[src/rtl/dsw_pkg.sv]
// Package for the search-window table: widths, table entry type, sequencer states,
// command codes and move encodings. No dependencies.
`default_nettype none
package dsw_pkg;

    localparam int MAX_COLS = 1024;
    localparam int MAX_ROWS = 1024;
    localparam int COL_W    = 10;
    localparam int ROW_W    = 10;
    localparam int CFG_W    = 11;
    localparam int CNT_W    = 21;
    localparam int CADDR_W  = $clog2(MAX_COLS);
    // signed width wide enough for a coordinate plus or minus a radius and a pullback
    localparam int SW       = ROW_W + 3;

    localparam logic [CFG_W-1:0] MAX_COLS_C = CFG_W'(MAX_COLS);
    localparam logic [CFG_W-1:0] MAX_ROWS_C = CFG_W'(MAX_ROWS);

    typedef enum logic [1:0] {
        CMD_CLEAR = 2'd0,
        CMD_MARK  = 2'd1,
        CMD_QUERY = 2'd2,
        CMD_EXPAND = 2'd3
    } cmd_t;

    typedef enum logic {
        REG_NUM_COLS = 1'b0,
        REG_NUM_ROWS = 1'b1
    } reg_idx_t;

    typedef enum logic [3:0] {
        S_IDLE,
        S_CLEAR,
        S_QUERY,
        S_RMW,
        S_COPY,
        S_CDRAIN,
        S_SRD,
        S_SCAP,
        S_MOVE
    } state_t;

    typedef struct packed {
        logic             used;
        logic [ROW_W-1:0] lo;
        logic [ROW_W-1:0] hi;
    } entry_t;

    // one neighbor target produced by the move unit
    typedef struct packed {
        logic             en;
        logic [COL_W-1:0] col;
        logic [ROW_W-1:0] row;
    } move_t;

    // direction of a move: bit 1 = negative, bit 0 = positive, both low = stay
    typedef logic [1:0] dir_t;
    localparam dir_t DIR_NEG  = 2'b10;
    localparam dir_t DIR_POS  = 2'b01;
    localparam dir_t DIR_ZERO = 2'b00;

    function automatic dir_t move_dc(input logic [2:0] m);
        dir_t d;
        case (m)
            3'd0, 3'd3, 3'd5: d = DIR_NEG;
            3'd2, 3'd4, 3'd7: d = DIR_POS;
            default:          d = DIR_ZERO;
        endcase
        return d;
    endfunction

    function automatic dir_t move_dr(input logic [2:0] m);
        dir_t d;
        case (m)
            3'd0, 3'd1, 3'd2: d = DIR_POS;
            3'd5, 3'd6, 3'd7: d = DIR_NEG;
            default:          d = DIR_ZERO;
        endcase
        return d;
    endfunction

endpackage
`default_nettype wire

[src/rtl/dsw_move.sv]
// Neighbor target for one cell and one of the eight moves, pulled back onto the
// matrix edge along the move direction. Depends on dsw_pkg.
`default_nettype none
module dsw_move (
    input  wire logic [dsw_pkg::COL_W-1:0] col,
    input  wire logic [dsw_pkg::ROW_W-1:0] row,
    input  wire logic [2:0]                move,
    input  wire logic [dsw_pkg::ROW_W-1:0] radius,
    input  wire logic [dsw_pkg::COL_W-1:0] max_col,
    input  wire logic [dsw_pkg::ROW_W-1:0] max_row,
    output dsw_pkg::move_t                 target
);

    localparam int SW = dsw_pkg::SW;

    dsw_pkg::dir_t dc, dr;
    logic signed [SW-1:0] c_s, r_s, rad_s, mi_s, mj_s;
    logic signed [SW-1:0] tc, tr, pc, pr, past, fc, fr;
    logic allowed;

    always_comb
    begin
        dc    = dsw_pkg::move_dc(move);
        dr    = dsw_pkg::move_dr(move);
        c_s   = $signed(SW'(col));
        r_s   = $signed(SW'(row));
        rad_s = $signed(SW'(radius));
        mi_s  = $signed(SW'(max_col));
        mj_s  = $signed(SW'(max_row));

        tc = (dc == dsw_pkg::DIR_NEG) ? c_s - rad_s :
             (dc == dsw_pkg::DIR_POS) ? c_s + rad_s : c_s;
        tr = (dr == dsw_pkg::DIR_NEG) ? r_s - rad_s :
             (dr == dsw_pkg::DIR_POS) ? r_s + rad_s : r_s;

        // overshoot past the edge in each dimension
        pc = (dc == dsw_pkg::DIR_NEG) ? -tc :
             (dc == dsw_pkg::DIR_POS) ? tc - mi_s : '0;
        pr = (dr == dsw_pkg::DIR_NEG) ? -tr :
             (dr == dsw_pkg::DIR_POS) ? tr - mj_s : '0;
        past = '0;
        if (pc > past)
        begin
            past = pc;
        end
        if (pr > past)
        begin
            past = pr;
        end

        fc = (dc == dsw_pkg::DIR_NEG) ? tc + past :
             (dc == dsw_pkg::DIR_POS) ? tc - past : tc;
        fr = (dr == dsw_pkg::DIR_NEG) ? tr + past :
             (dr == dsw_pkg::DIR_POS) ? tr - past : tr;

        // skip a move across an edge the cell already sits on
        allowed = 1'b1;
        if (dc == dsw_pkg::DIR_NEG && col == '0)
        begin
            allowed = 1'b0;
        end
        if (dc == dsw_pkg::DIR_POS && col == max_col)
        begin
            allowed = 1'b0;
        end
        if (dr == dsw_pkg::DIR_NEG && row == '0)
        begin
            allowed = 1'b0;
        end
        if (dr == dsw_pkg::DIR_POS && row == max_row)
        begin
            allowed = 1'b0;
        end

        target.en  = allowed && (fc >= 0) && (fc <= mi_s) && (fr >= 0) && (fr <= mj_s);
        target.col = fc[dsw_pkg::COL_W-1:0];
        target.row = fr[dsw_pkg::ROW_W-1:0];
    end

endmodule
`default_nettype wire

[config.mk]
export PLATFORM = sky130hd
export DESIGN_NAME = dsw_move
export DESIGN_NICKNAME = d
export VERILOG_FILES = /design/src/rtl/dsw_pkg.sv /design/src/rtl/dsw_move.sv
export SDC_FILE = /design/constraint.sdc
export NUM_CORES = 1
export LEC_CHECK = 0
export BUFFER_PORTS_ARGS = -buffer_cell sky130_fd_sc_hd__buf_4
export CORE_ASPECT_RATIO = 0.8
export CORE_MARGIN = 2
export CORE_UTILIZATION = 56
export DETAILED_ROUTE_END_ITERATION = 6
export PLACE_DENSITY_LB_ADDON = 0.3
export REMOVE_ABC_BUFFERS = 1
export SETUP_SLACK_MARGIN = 0.02
export SLEW_MARGIN = 15
export SYNTH_ARGS = -nofsm -noshare
export SYNTH_HDL_FRONTEND = slang
export SYNTH_SLANG_ARGS = --single-unit
[constraint.sdc]
create_clock -name vclk -period 16.4
set_input_delay 1.64 -clock vclk [all_inputs]
set_output_delay 1.64 -clock vclk [all_outputs]
set_load 0.05 [all_outputs]
# Word level (Yosys, flattened, before mapping)
# Index checks and enable logic that the tools add are counted.
[totals]
ff_bits = 0
inputBits = 53
output_inout_bits = 21
[classes]
add_sub_neg = 12
n_lt_le_gt_ge = 6
n_eq_ne = 13
muxes = 20
n_reduce_logical = 15
[ops]
columns = ["cell", "count"]
rows = [
  ["13-bit two-way mux", 12],
  ["13-bit adder", 2],
  ["13-bit by 1-bit >= comparator with 1-bit output, second input constant", 2],
  ["13-bit by 11-bit <= comparator with 1-bit output", 2],
  ["13-bit negator", 2],
  ["13-bit by 10-bit subtractor with 13-bit output", 2],
  ["13-bit subtractor", 2],
  ["10-bit by 10-bit adder with 11-bit output", 2],
  ["11-bit two-way mux", 2],
  ["10-bit by 10-bit subtractor with 11-bit output", 2],
  ["10-bit == test", 2],
  ["10-bit zero test", 2],
  ["13-bit by 1-bit > comparator with 1-bit output, second input constant", 1],
  ["13-bit > comparator", 1],
  ["3-bit == test, second input constant", 4],
  ["3-bit OR reduction", 4],
  ["1-bit logical AND", 8],
  ["2-bit one-hot mux with 2 select lines", 2],
  ["3-bit by 2-bit == test with 1-bit output, second input constant", 2],
  ["2-bit by 1-bit == test with 1-bit output, second input constant", 2],
  ["2-bit == test, second input constant", 2],
  ["1-bit two-way mux", 4],
  ["3-bit by 1-bit == test with 1-bit output, second input constant", 1],
  ["3-bit zero test", 1],
]

# Depth between registers and ports, before layout
[depth]
word_depth = 21
ltp_mapped = 47
ltp_nobuf = 47

# Worst setup path after synthesis
# No wires, ideal clock.
[synth_timing]
kind = "input to output"
from = "input port radius[2] in the netlist's numbering"
to = "output port target[20] in the netlist's numbering"
t_arrival_ps = 12749
required_time_ps = 14760
setup_slack_ps = 2011
path_stages = 43
path_buffers = 2
cell_sequence = "inv_1 > ha_1 > clkbuf_1 > nor2b_1 > o2111a_1 > o41ai_1 > a21oi_1 > o32ai_1 > ha_1 > and3_1 > a21oi_1 > o31ai_1 > or3_1 > o21ai_0 > a21oi_1 > inv_1 > ha_1 > nor2b_1 > [... 7 more ...] > buf_2 > mux2_1 > fa_1 > a21o_1 > a21o_1 > a2111oi_0 > nor3_1 > a21oi_1 > o221ai_1 > a21oi_1 > ha_1 > a21o_1 > a21oi_1 > o211ai_1 > and2_0 > a2111oi_0 > nand4_1 > nor4_1"
[synth_lines]
columns = ["element", "line", "rtl"]
rows = [
  ["start: declaration", "dsw_move.sv:8", "input wire logic [dsw_pkg::ROW_W-1:0] radius,"],
  ["end: declaration", "dsw_move.sv:11", "output dsw_pkg::move_t target"],
]

==> out/summary.txt <==
Status = finished with violations
Failing checks = design-rule violations
GRT Residual Overflow = 0
Initial antenna violation count = 0
Crit start category = primary input
Post-Synth Simple-Gate Area = 20.7%
CLK BUF = 0
Boundary Pins = 74
F_max = 68.6 MHz
Seq/Total Area, Yosys = 0%
Hold path start = row[1]
Postcts setup bufs = 0
Worst Slack Setup Final = 1.82 ns
Yosys warnings = 0
Worst path slowest cell = a2111oi_0
Die area = 14400 um2
CP required = 14.76 ns
Synth Area in Compound Gates = 35.4%
Synth area leaders = ha_1 24%, a21oi_1 6.1%, inv_1 4.5%
Post_cts resized = 0
Worst-margin pin slew = 1.06 ns
Worst path bufs/invs = 7
Iter 0 DRT Violations = 1295
Setup TNS Final = 0 ns
# diodes = 0
Drt via density = 6.81
Final hold vios = 0
Most common cell after layout, fill and taps aside = ha_1
Synth Area in Adders = 26.4%
Critical path class = in -> out
Vias in the first global route = 7839
Max VDD drop = 0.0934 mV
Hold buffer count at CTS = 0
Most frequent cells in the layout = 143 x ha_1, 90 x inv_1, 90 x a21oi_1
Leak pwr = 3.70 nW
Number of cell rows = 37
Nets@finish = 1286
Slew Viols, Final = 0
Fin crit share = 88.9%
Endpoint type of the worst setup path = output pin
Most common cell on crit path = a21oi_1
DR DRC count = 6
Die W = 134 um
Largest family of logic cells by synthesized area = compound AO/OA/AOI/OAI gates
Mapped Cells = 1040
Maximum number of pins on one net before global-route repair = 34
Area of the core = 13000 um2
Synth top area share = 23.8%
Via Count = 8528
Drt pass-1 iters = 7
Post-Syn Area = 7530 um2
Max_cap viols = 0
Layout cell share with drive strength beyond 1 = 11.9%
Final setup vio count = 0
Starting Density = 57.9%
Worst path max stage delay = 0.70 ns
Drt wl/cell = 21.1 um
Netlist cell types = 82
Final Wtd Congestion = 1.03
CP delay by family, top = compound AO/OA/AOI/OAI gates
RSZ-0062 raised after global routing = false
Minimum clock period = 14.58 ns
Post-DRT Antenna Nets = 0
Total GRT Usage = 36.2%
First-pass GRT wire length = 42.3 mm
Port bufs = 74
Detailed Place HPWL = 21.3 mm
Seq cells = 0
Register area = 0 um2
Max-slew headroom = 29.1%
Beginning of the critical path = radius[1]
Syn Area/Cell = 7.24 um2
Crit-path max FO = 23
Post-synth top area cell = ha_1
Crit path arrival time = 12.94 ns
Pwr per Cell Area = 125 nW/um2
Synth Area in XOR/XNOR = 5.70%
Worst hold path class = in -> out
Die H = 108 um
Worst slack at placement = 2.34 ns
Synth-to-Final Area Change = 9.02%
Overall routed net length = 26.4 mm
Post-synthesis mux area share = 4.49%
==> cell families (layout without fill, tap and decap cells) <==
group | count (synthesis) | after routing
compound gates | 378 | 378
simple gates | 289 | 289
fa+ha+maj | 153 | 153
buf+inv | 139 | 177
xor+xnor | 49 | 49
mux | 32 | 32
==> layout make-up <==
| class | count | area (um2) |
|---|---|---|
| inverter | 90 | 338 |
| fill | 1209 | 4800 |
| tap | 175 | 219 |
| timing repair buffer | 87 | 653 |
| multi-input combinational | 901 | 7000 |
==> synthesized netlist by cell type (20+ instances only) <==
master      n
clkbuf_1   31
o21ai_0    49
a221o_1    20
xor2_1     22
nor2_1     68
o22ai_1    24
nand2b_1   21
ha_1      143
nand2_1    34
nor2b_1    29
nor3_1     39
a21oi_1    92
inv_1      90
xnor2_1    27
==> power by group <==
group          switching [W]  total (W)  internal [W]
logic               0.000643    0.00103      0.000383
clock network              0          0             0
registers                  0          0             0
==> stage by stage <==
| step | instances | utilization (%) | power (W) | hold slack, ns | area [um2] |
|---|---|---|---|---|---|
| floorplan | 991 | - | 0.000734 | 3.57 | 7320 |
| finish | 1253 | 63.1 | 0.00103 | 3.82 | 8210 |
| detailed placement | 1253 | 63.1 | 0.000993 | 3.81 | 8210 |
| CTS | 1253 | 63.1 | 0.000999 | 3.81 | 8210 |
| global route | 1253 | 63.1 | 0.00111 | 3.85 | 8210 |
| global placement | 1253 | 63.1 | 0.000988 | 3.81 | 8210 |
==> per-layer routing <==
layer  vias up  GRT usage (%)  wire [um]
li1       4039              -          -
met1      3881           53.0      11800
met2       542           55.5      11000
met3        66           5.93       2900
met4         0           7.45        699
met5         -              0          0
==> final timing paths <==
path	end	slack [ns]	depth (start not counted)
max	target[20]	1.82	46
min	target[1]	3.82	4
(Power assumes the default switching activity.)
